`config.mk`:
```
export PLATFORM = sky130hd
export DESIGN_NAME = arps_ctrl
export DESIGN_NICKNAME = d
export VERILOG_FILES = /design/src/design/arps_pkg.sv /design/src/design/arps_ctrl.sv
export SDC_FILE = /design/constraint.sdc
export NUM_CORES = 1
export LEC_CHECK = 0
export ABC_AREA = 1
export BUFFER_PORTS_ARGS = -buffer_cell sky130_fd_sc_hd__buf_2
export CAP_MARGIN = 5
export CELL_PAD_IN_SITES_DETAIL_PLACEMENT = 2
export CELL_PAD_IN_SITES_GLOBAL_PLACEMENT = 2
export CORE_UTILIZATION = 30
export CTS_BUF_LIST = sky130_fd_sc_hd__clkbuf_8
export CTS_CLUSTER_SIZE = 28
export DETAILED_ROUTE_END_ITERATION = 8
export GPL_TIMING_DRIVEN = 0
export HOLD_SLACK_MARGIN = 0.08
export PLACE_DENSITY = 0.93
export SYNTH_ARGS = -nofsm -noshare
export SYNTH_HDL_FRONTEND = slang
export SYNTH_SLANG_ARGS = --single-unit
```
`constraint.sdc`:
```
create_clock -name clk -period 2.8 [get_ports clk]
set_input_delay 0.28 -clock clk [delete_from_list [all_inputs] [get_ports clk]]
set_output_delay 0.28 -clock clk [all_outputs]
set_load 0.03 [all_outputs]
```
`src/design/arps_pkg.sv`:
```
// ----------------------------------------------------------------------------
// arps_pkg
// Types, codes and constants shared by the policy selector modules.
// ----------------------------------------------------------------------------
package arps_pkg;

  localparam int CNT_W  = 32;
  localparam int SUM_W  = 48;
  localparam int PCT_W  = 7;
  localparam int DIV_NW = 48;
  localparam int DIV_DW = 33;

  localparam logic [1:0] KIND_ADD     = 2'd0;
  localparam logic [1:0] KIND_ACCESS  = 2'd1;
  localparam logic [1:0] KIND_EVICT   = 2'd2;
  localparam logic [1:0] KIND_REQUEST = 2'd3;

  localparam logic [1:0] POL_MRU  = 2'd0;
  localparam logic [1:0] POL_FIFO = 2'd1;
  localparam logic [1:0] POL_LRU  = 2'd2;

  localparam logic [1:0] REG_HIT_THR     = 2'd0;
  localparam logic [1:0] REG_MIN_SAMPLES = 2'd1;
  localparam logic [1:0] REG_MIN_DWELL   = 2'd2;
  localparam logic [1:0] REG_CHECK_INT   = 2'd3;

  localparam logic [PCT_W-1:0] SEQ_HI    = 7'd80;
  localparam logic [PCT_W-1:0] ONCE_HI   = 7'd60;
  localparam logic [PCT_W-1:0] ONCE_LO   = 7'd30;
  localparam logic [SUM_W-1:0] AVGH_LO   = 48'd2;
  localparam logic [SUM_W-1:0] AVGH_HI   = 48'd5;
  localparam logic [SUM_W-1:0] REUSE_MAX = 48'd50000;
  localparam logic [PCT_W-1:0] PCT_SCALE = 7'd100;

  localparam logic [PCT_W-1:0]  RST_HIT_THR     = 7'd30;
  localparam logic [CNT_W-1:0]  RST_MIN_SAMPLES = 32'd1000;
  localparam logic [CNT_W-1:0]  RST_MIN_DWELL   = 32'd10000;
  localparam logic [15:0]       RST_CHECK_INT   = 16'd1000;

  typedef enum logic [3:0] {
    OP_MOD, OP_HIT, OP_ONCE, OP_SEQ, OP_AVGH, OP_AVGR,
    OP_RATE0, OP_RATE1, OP_RATE2, OP_DIRTY
  } div_op_t;

  typedef enum logic [6:0] {
    S_CLEAR    = 7'b0000001,
    S_IDLE     = 7'b0000010,
    S_READ     = 7'b0000100,
    S_UPDATE   = 7'b0001000,
    S_DIV_GO   = 7'b0010000,
    S_DIV_WAIT = 7'b0100000,
    S_GATE     = 7'b1000000
  } state_t;

  typedef struct packed {
    logic    clear;
    logic    accept;
    logic    update;
    logic    div_start;
    logic    latch;
    logic    emit;
    logic    do_switch;
    div_op_t op;
  } cmd_t;

  typedef struct packed {
    logic clear_done;
    logic div_done;
    logic gate_ok;
    logic hit_low;
    logic switch_needed;
  } sts_t;

  function automatic logic [CNT_W-1:0] sat_inc32(input logic [CNT_W-1:0] v);
    return (v == '1) ? v : v + 32'd1;
  endfunction

  function automatic logic [SUM_W-1:0] sat_add48(input logic [SUM_W-1:0] a,
                                                 input logic [CNT_W-1:0] b);
    logic [SUM_W:0] s;
    s = {1'b0, a} + {17'd0, b};
    return s[SUM_W] ? '1 : s[SUM_W-1:0];
  endfunction

endpackage

```
`src/design/arps_ctrl.sv`:
```
// ----------------------------------------------------------------------------
// arps_ctrl
// Sequencer: clearing pass, metadata read-modify-write, policy check steps.
// ----------------------------------------------------------------------------
module arps_ctrl (
  input  logic            clk,
  input  logic            rst,
  input  logic            start,
  input  logic [1:0]      kind,
  input  arps_pkg::sts_t  sts,
  output arps_pkg::cmd_t  cmd,
  output logic            busy
);

  arps_pkg::state_t  state, state_next;
  arps_pkg::div_op_t op, op_next;

  always_ff @(posedge clk) begin
    if (rst) begin
      state <= arps_pkg::S_CLEAR;
      op    <= arps_pkg::OP_MOD;
    end else begin
      state <= state_next;
      op    <= op_next;
    end
  end

  always_comb begin
    state_next = state;
    op_next    = op;
    cmd        = '0;
    cmd.op     = op;
    case (state)
      arps_pkg::S_CLEAR: begin
        cmd.clear = 1'b1;
        if (sts.clear_done) begin
          state_next = arps_pkg::S_IDLE;
        end
      end
      arps_pkg::S_IDLE: begin
        if (start) begin
          cmd.accept = 1'b1;
          if (kind == arps_pkg::KIND_REQUEST) begin
            op_next    = arps_pkg::OP_MOD;
            state_next = arps_pkg::S_DIV_GO;
          end else begin
            state_next = arps_pkg::S_READ;
          end
        end
      end
      arps_pkg::S_READ: begin
        state_next = arps_pkg::S_UPDATE;
      end
      arps_pkg::S_UPDATE: begin
        cmd.update = 1'b1;
        state_next = arps_pkg::S_IDLE;
      end
      arps_pkg::S_DIV_GO: begin
        cmd.div_start = 1'b1;
        state_next    = arps_pkg::S_DIV_WAIT;
      end
      arps_pkg::S_DIV_WAIT: begin
        if (sts.div_done) begin
          cmd.latch  = 1'b1;
          state_next = arps_pkg::S_GATE;
        end
      end
      arps_pkg::S_GATE: begin
        case (op)
          arps_pkg::OP_MOD: begin
            if (sts.gate_ok) begin
              op_next    = arps_pkg::OP_HIT;
              state_next = arps_pkg::S_DIV_GO;
            end else begin
              cmd.emit   = 1'b1;
              state_next = arps_pkg::S_IDLE;
            end
          end
          arps_pkg::OP_HIT: begin
            if (sts.hit_low) begin
              op_next    = arps_pkg::OP_ONCE;
              state_next = arps_pkg::S_DIV_GO;
            end else begin
              cmd.emit   = 1'b1;
              state_next = arps_pkg::S_IDLE;
            end
          end
          arps_pkg::OP_DIRTY: begin
            cmd.emit      = 1'b1;
            cmd.do_switch = sts.switch_needed;
            state_next    = arps_pkg::S_IDLE;
          end
          default: begin
            // advance to the next ratio
            op_next    = arps_pkg::div_op_t'(op + 4'd1);
            state_next = arps_pkg::S_DIV_GO;
          end
        endcase
      end
      default: begin
        state_next = arps_pkg::S_IDLE;
      end
    endcase
  end

  assign busy = (state != arps_pkg::S_IDLE);

endmodule

```
==> results of run 1 <==
==> cells in the mapped netlist <==
cell,n,area share [%]
a21oi_1,5,3.0
clkbuf_2,1,0.60
dfxtp_1,11,26
ha_1,3,4.5
inv_1,22,9.9
inv_4,1,0.75
nand2_1,24,11
nand2_2,4,3.0
nand2_4,2,2.7
nand3_1,13,7.8
nand3_2,1,1.2
nand3_4,1,2.1
nand4_1,5,3.7
nor2_1,20,9.0
nor2_2,2,1.5
nor2_4,1,1.3
nor2_8,2,4.8
nor3_1,2,1.2
nor4_1,1,0.75
o21ai_0,2,1.2
o21ai_4,1,1.9
o22ai_1,1,0.75
xor2_1,1,1.0
==> worst max-delay path by stage <==
stage / startpoint / endpoint / slack [ns] / depth (start not counted)
5_1_grt: op[1] / cmd[5] / 0.63 / 7
3_3_place_gp: op[0] / cmd[5] / 1.11 / 7
4_1_cts: op[1] / cmd[5] / 0.76 / 7
6_report: op[1] / cmd[5] / 0.77 / 7
3_5_place_dp: op[0] / cmd[5] / 1.06 / 7
2_1_floorplan: op[0] / cmd[4] / 1.02 / 5
==> worst max-delay path, delay by kind of cell, from the launching register on <==
family,cells,cell delay (ns)
flops,1,0.34
buf+inv,3,0.42
compound gates,1,0.19
simple gates,2,0.30
fa+ha+maj,1,0.26
==> per-stage QoR <==
step,power (mW),hold WS [ns],utilization [%],cells,worst slack (ns)
floorplan,0.276,0.441,-,126,1.02
global placement,0.302,0.542,38.2,176,1.11
detailed placement,0.315,0.551,38.2,176,1.06
CTS,0.484,0.319,40.0,180,0.757
global route,0.504,0.341,40.0,180,0.634
finish,0.486,0.312,40.0,180,0.772
==> metal layers <==
metal	part of all wire, %	GRT usage [%]
met1	44	30.1
met2	51	44.2
met3	2.7	5.28
met4	2.0	11.5
met5	0	0
==> layout make-up <==
cell class	count	area, µm²
Clock buffer	3	41.3
Timing Repair Buffer	20	100
Clock inverter	1	3.75
Fill cell	308	1530
Multi-Input combinational cell	91	520
Tap cell	30	37.5
Buffer	1	5.00
Inverter	23	88.8
Sequential cell	11	220
==> logic make-up after synthesis <==
kind of cell | share of synthesized area [%]
AO/OA/AOI/OAI | 6.90
flip-flops | 26.4
adder cells (fa/ha/maj) | 4.50
XOR/XNOR | 1.05
buffers and inverters | 11.2
AND/OR/NAND/NOR | 49.9
==> flip-flops by register name, indices dropped and copies added (netlist names) <==
| name | count |
|---|---|
| op | 4 |
| state | 7 |
==> power groups by stage <==
| stage | clock, mW | combinational (mW) | sequential, mW |
|---|---|---|---|
| 2_1_floorplan | 0 | 0.0968 | 0.179 |
| 3_3_place_gp | 0 | 0.126 | 0.176 |
| 3_5_place_dp | 0 | 0.137 | 0.178 |
| 4_1_cts | 0.167 | 0.142 | 0.174 |
| 5_1_grt | 0.174 | 0.155 | 0.175 |
| 6_report | 0.169 | 0.143 | 0.175 |
==> flow_metrics.tcl, run 1 <==
set metrics [dict create \
    powerDensity_nw_per_um2 478 \
    seqPwrFrac_pct 35.9 \
    r2r-end "op[3]" \
    rsz0062_at_grt "false" \
    hold_class "in -> reg" \
    avgSynthCellArea_um2 6.62 \
    hold-path-endpoint "state[6]" \
    die_w_um 54.7 \
    cts_buffers 3 \
    dieArea_um2 3000 \
    period_share_pct 72.4 \
    routedWlPerCell_um 17.8 \
    cts_tree "built" \
    place_congestion 0.743 \
    clock-sinks 11 \
    hpwl_um 2450 \
    slowest_delay_ns 0.34 \
    viasPerCell 5.08 \
    cts.clk_slew.worst_paths_ns 0.06 \
    reg2reg_depth 10 \
    skew_ns 0.00404 \
    tightestPinTransition_ns 0.307 \
    fp.dieH_um 54.7 \
    p_int_uw 304 \
    overflow 0 \
    regToRegStartpoint "op[1]" \
    fmax_mhz 493 \
    reg2reg_slack_ns 1.05 \
    std_cell_rows 18 \
    port_buffers 20 \
    start_kind "flop" \
    start_util_pct 32.8 \
    netlist_area_um2 835 \
    diodes 0 \
    grt_max_degree 10 \
    cp_common_cell "inv_1" \
    wl_um 3210 \
    finalNetCount 164 \
    ir_drop_mv 0.285 \
    status "finished clean" \
    worstSetupPathType "reg -> out" \
    first_pass_iters 2 \
    post_cts_resized 0 \
    vias 915 \
    min_period_ns 2.03 \
    grt_pass1_wl_um 5060 \
    critPathSlowestCell "dfxtp_1" \
    crit_path_end_kind "primary output" \
    ys_ff_latch 11 \
    syn-instance-count 126 \
    area.growth.synth_to_final_pct 21.9 \
    cts_root_buf "clkbuf_8" \
    yosysWarnings 0 \
    final_area_um2 1020 \
    antenna_found_initial 0 \
    crit_chain "inv_1, ha_1, nand2_1, nor2_1, o21ai_0, inv_1, buf_2" \
    final.setup.tns_ns 0 \
    cts-htree-levels 1 \
    p_sw_share_pct 37.5 \
    drc 0 \
    insertion_delay_ns 0.25 \
    placed_cell_area_um2 972 \
    mostFrequentLayoutCell "nand2_1" \
    yosysSeqAreaShare_pct 26.4 \
    coreArea_um2 2540 \
    hold_violations 0 \
    arrival_ns 1.75 \
    worstPathRequired_ns 2.52 \
    yosysUniqueCellTypes 23 \
    final_antenna_net_count 0 \
    grt_usage_pct 25.7 \
    drt_iter0_markers 7 \
    worstPathMaxFanout 4 \
    clockBufferDepth 2 \
    whs_path_depth 3 \
    p_sw_uw 182 \
    p_leak_nw 0.519 \
    syn-num-nets 139 \
    report.final.slew_viol_count 0 \
    num_io_pins 22 \
    hold_start "sts[3]" \
    drive_above_1_share_pct 26.0 \
    ctsHoldBuffers 0 \
    setup_viol 0 \
    layout_common_cells "24 x nand2_1, 23 x inv_1, 20 x nor2_1, 20 x buf_2, 13 x nand3_1" \
    cts_setup_buffers 0 \
    cap_violations 0 \
    clock_power_share_pct 34.7 \
    comb_power_share_pct 29.3 \
    grt_pass1_vias 1002 \
    slew-limit-headroom_pct 79.3 \
]
Power figures use the tool's default switching activity.
==> run 2: changes to the inputs <==
Settings changed: ABC_AREA 1 to 0, PLACE_DENSITY 0.93 to 0.88.
Clock period 2.8 ns to 2 ns, I/O delays scaled along.
==> run 2 against run 1 <==
The flow now finishes with violations (negative setup slack). Synthesized area down 3.7%. Global-route usage down 2.4 points. Design area is 3.6% higher. Routed wire length fell by 2.7%. Synthesized cell count decreased by 21%. Total power grew 35%. Clock power is 40% higher. Sequential cell count is the same. First-iteration DRC count up 71%. Worst hold slack got worse by 0.084 ns. Clock skew down 0.0013 ns.
==> flow_metrics.tcl, run 2 <==
set metrics [dict create \
    period_share_pct 100 \
    grt_pass1_wl_um 4640 \
    yosys.area.top_type_share_pct 27.4 \
    coreArea_um2 2500 \
    cts_buffers 3 \
    largest-register "state" \
    yosysSeqAreaShare_pct 27.4 \
    synthFlopType "dfxtp_1" \
    p_leak_nw 0.425 \
    cts-htree-levels 1 \
    slew-limit-headroom_pct 58.8 \
    tightestPinTransition_ns 0.618 \
    start_kind "flop" \
    dieArea_um2 2890 \
    final.setup.tns_ns -0.00712 \
    drive_above_1_share_pct 31.2 \
    vias 918 \
    place_congestion 0.755 \
    startpoint "op[1]" \
    skew_ns 0.00275 \
    cts_root_buf "clkbuf_8" \
    hold_violations 0 \
    drc 0 \
    worstSetupPathType "reg -> reg" \
    avgSynthCellArea_um2 8.03 \
    fill_cells 307 \
    synth_top_area_cell "dfxtp_1" \
    drt_iter0_markers 12 \
    yosysWarnings 0 \
    clock-sinks 11 \
    arrival_ns 2.15 \
    cp_num_buf_inv 1 \
    hold_class "in -> reg" \
    grt_usage_pct 23.3 \
    r2r-end "state[1]" \
    hpwl_um 2190 \
    slowest_delay_ns 0.37 \
    p_sw_uw 226 \
    p_sw_share_pct 34.4 \
    crit_path_end_kind "flop" \
    cap_violations 0 \
    final_util_pct 42.1 \
    grt_pass1_vias 920 \
    critPathSlowestCell "o41a_1" \
    synth_common_cells "11 x dfxtp_1, 11 x nor2_1, 8 x inv_1" \
    status "finished with violations" \
    synth_edf_count 0 \
    clockBufferDepth 2 \
    syn-instance-count 100 \
    fmax_mhz 498 \
    insertion_delay_ns 0.25 \
    largest_register_ffs 7 \
    grt_max_degree 11 \
    top_regs "state: 7 flops, op: 4 flops" \
    seqPwrFrac_pct 37.2 \
    num_io_pins 22 \
    violations "negative setup slack" \
    wl_um 3130 \
    die_w_um 53.7 \
    min_period_ns 2.01 \
    crit_chain "inv_1, ha_2, nor2b_1, a21oi_2, o41a_1, a311oi_2" \
    reg2reg_depth 6 \
    area.growth.synth_to_final_pct 31.2 \
    syn-num-nets 113 \
    setup_ws_ns -0.00712 \
    routedWlPerCell_um 20.2 \
    ys_top_cells_by_area "dfxtp_1 27%, nor2_1 5.1%, ha_1 4.7%" \
    place_ws_ns -0.0204 \
    async_flop_share_pct 0 \
    comb_power_share_pct 26.8 \
    ctsHoldBuffers 0 \
    cts_setup_buffers 0 \
    reg2reg_slack_ns -0.007 \
    fp.dieH_um 53.7 \
    mostFrequentLayoutCell "buf_2" \
    report.final.slew_viol_count 0 \
    std_cell_rows 18 \
    setup_viol 1 \
    viasPerCell 5.92 \
    netlist_area_um2 803 \
    cp.depth 6 \
    first_pass_iters 4 \
    start_util_pct 32.1 \
    ys_ff_latch 11 \
    yosysUniqueCellTypes 41 \
    whs_path_depth 3 \
    antenna_found_initial 0 \
    p_int_uw 431 \
    layout_common_cells "19 x buf_2, 9 x inv_1, 9 x nor2_1, 9 x dfxtp_1, 6 x nand2_1" \
    powerDensity_nw_per_um2 624 \
    worstPathRequired_ns 2.15 \
    port_buffers 21 \
    endpoint "state[1]" \
    clock_power_share_pct 36.1 \
    worst_path_dominant_cell_family "compound AO/OA/AOI/OAI gates" \
    worstPathMaxFanout 7 \
    cts_tree "built" \
    post_cts_resized 6 \
    finalNetCount 139 \
    final_antenna_net_count 0 \
    diodes 0 \
    regToRegStartpoint "op[1]" \
    overflow 0 \
    ir_drop_mv 0.382 \
    cts.clk_slew.worst_paths_ns 0.06 \
]
==> run 2: cell types whose count changed in the layout (fill, tap and decap cells not counted), moves of 4 or more <==
cell	before	now
inv_1	23	9
nand2_1	24	6
nand2_2	4	0
nand3_1	13	1
nor2_1	20	9
nor2b_1	0	4
==> run 2: power groups by stage <==
stage               clock, mW  sequential (mW)  combinational [mW]
floorplan                   0            0.242               0.113
global placement            0            0.245               0.150
detailed placement          0            0.247               0.158
CTS                     0.239            0.244               0.163
global route            0.251            0.245               0.190
finish                  0.237            0.244               0.176
==> run 2: area by class of cell <==
type / instances / area, µm² / share of cell area, %
plain buffers: 3 / 11.3 / 1.07
clock buffers: 3 / 41.3 / 3.92
repair buffers: 21 / 110 / 10.5
multi-input cells: 78 / 597 / 56.7
inverters: 8 / 30.0 / 2.85
well taps: 30 / 37.5 / 3.56
clock inverters: 1 / 3.75 / 0.356
flip-flops and latches: 11 / 223 / 21.1
==> run 2: worst min-delay path by stage <==
stage	start	to	slack [ns]
4_1_cts	sts[3]	state[6]	0.23
2_1_floorplan	sts[3]	state[6]	0.36
3_3_place_gp	sts[3]	state[6]	0.48
6_report	sts[3]	state[6]	0.23
5_1_grt	rst	op[0]	0.26
3_5_place_dp	sts[3]	state[6]	0.49
==> run 2: logic make-up after synthesis <==
| group | after synthesis | share of synthesized area, % |
|---|---|---|
| AO/OA/AOI/OAI | 26 | 24.9 |
| flip-flops | 11 | 27.4 |
| AND/OR/NAND/NOR | 48 | 36.6 |
| adder cells (fa/ha/maj) | 3 | 4.67 |
| multiplexers | 1 | 1.25 |
| buffers and inverters | 11 | 5.14 |
==> run 2: layer usage <==
layer  up-vias  global-route usage (%)  share of wire, %
li1        434                       -                 -
met3         7                    3.95               3.6
met4         0                    10.1               2.4
met2        26                    43.4                56
met1       451                    25.3                38
met5         -                       0                 0
==> run 2: worst min-delay path, delay by kind of cell <==
| kind | cells | cell delay, ns |
|---|---|---|
| and+or+nand+nor | 1 | 0.06 |
| buffers and inverters | 2 | 0.18 |
==> run 2: metrics by stage <==
step                      total power [mW]  hold slack (ns)  cell area (µm²)  std cells
final                                0.658            0.229             1050        155
after detailed placement             0.406            0.490              955        151
after global placement               0.395            0.480              955        151
after CTS                            0.647            0.227             1020        155
after floorplan                      0.355            0.361              812        100
after global routing                 0.687            0.258             1050        155
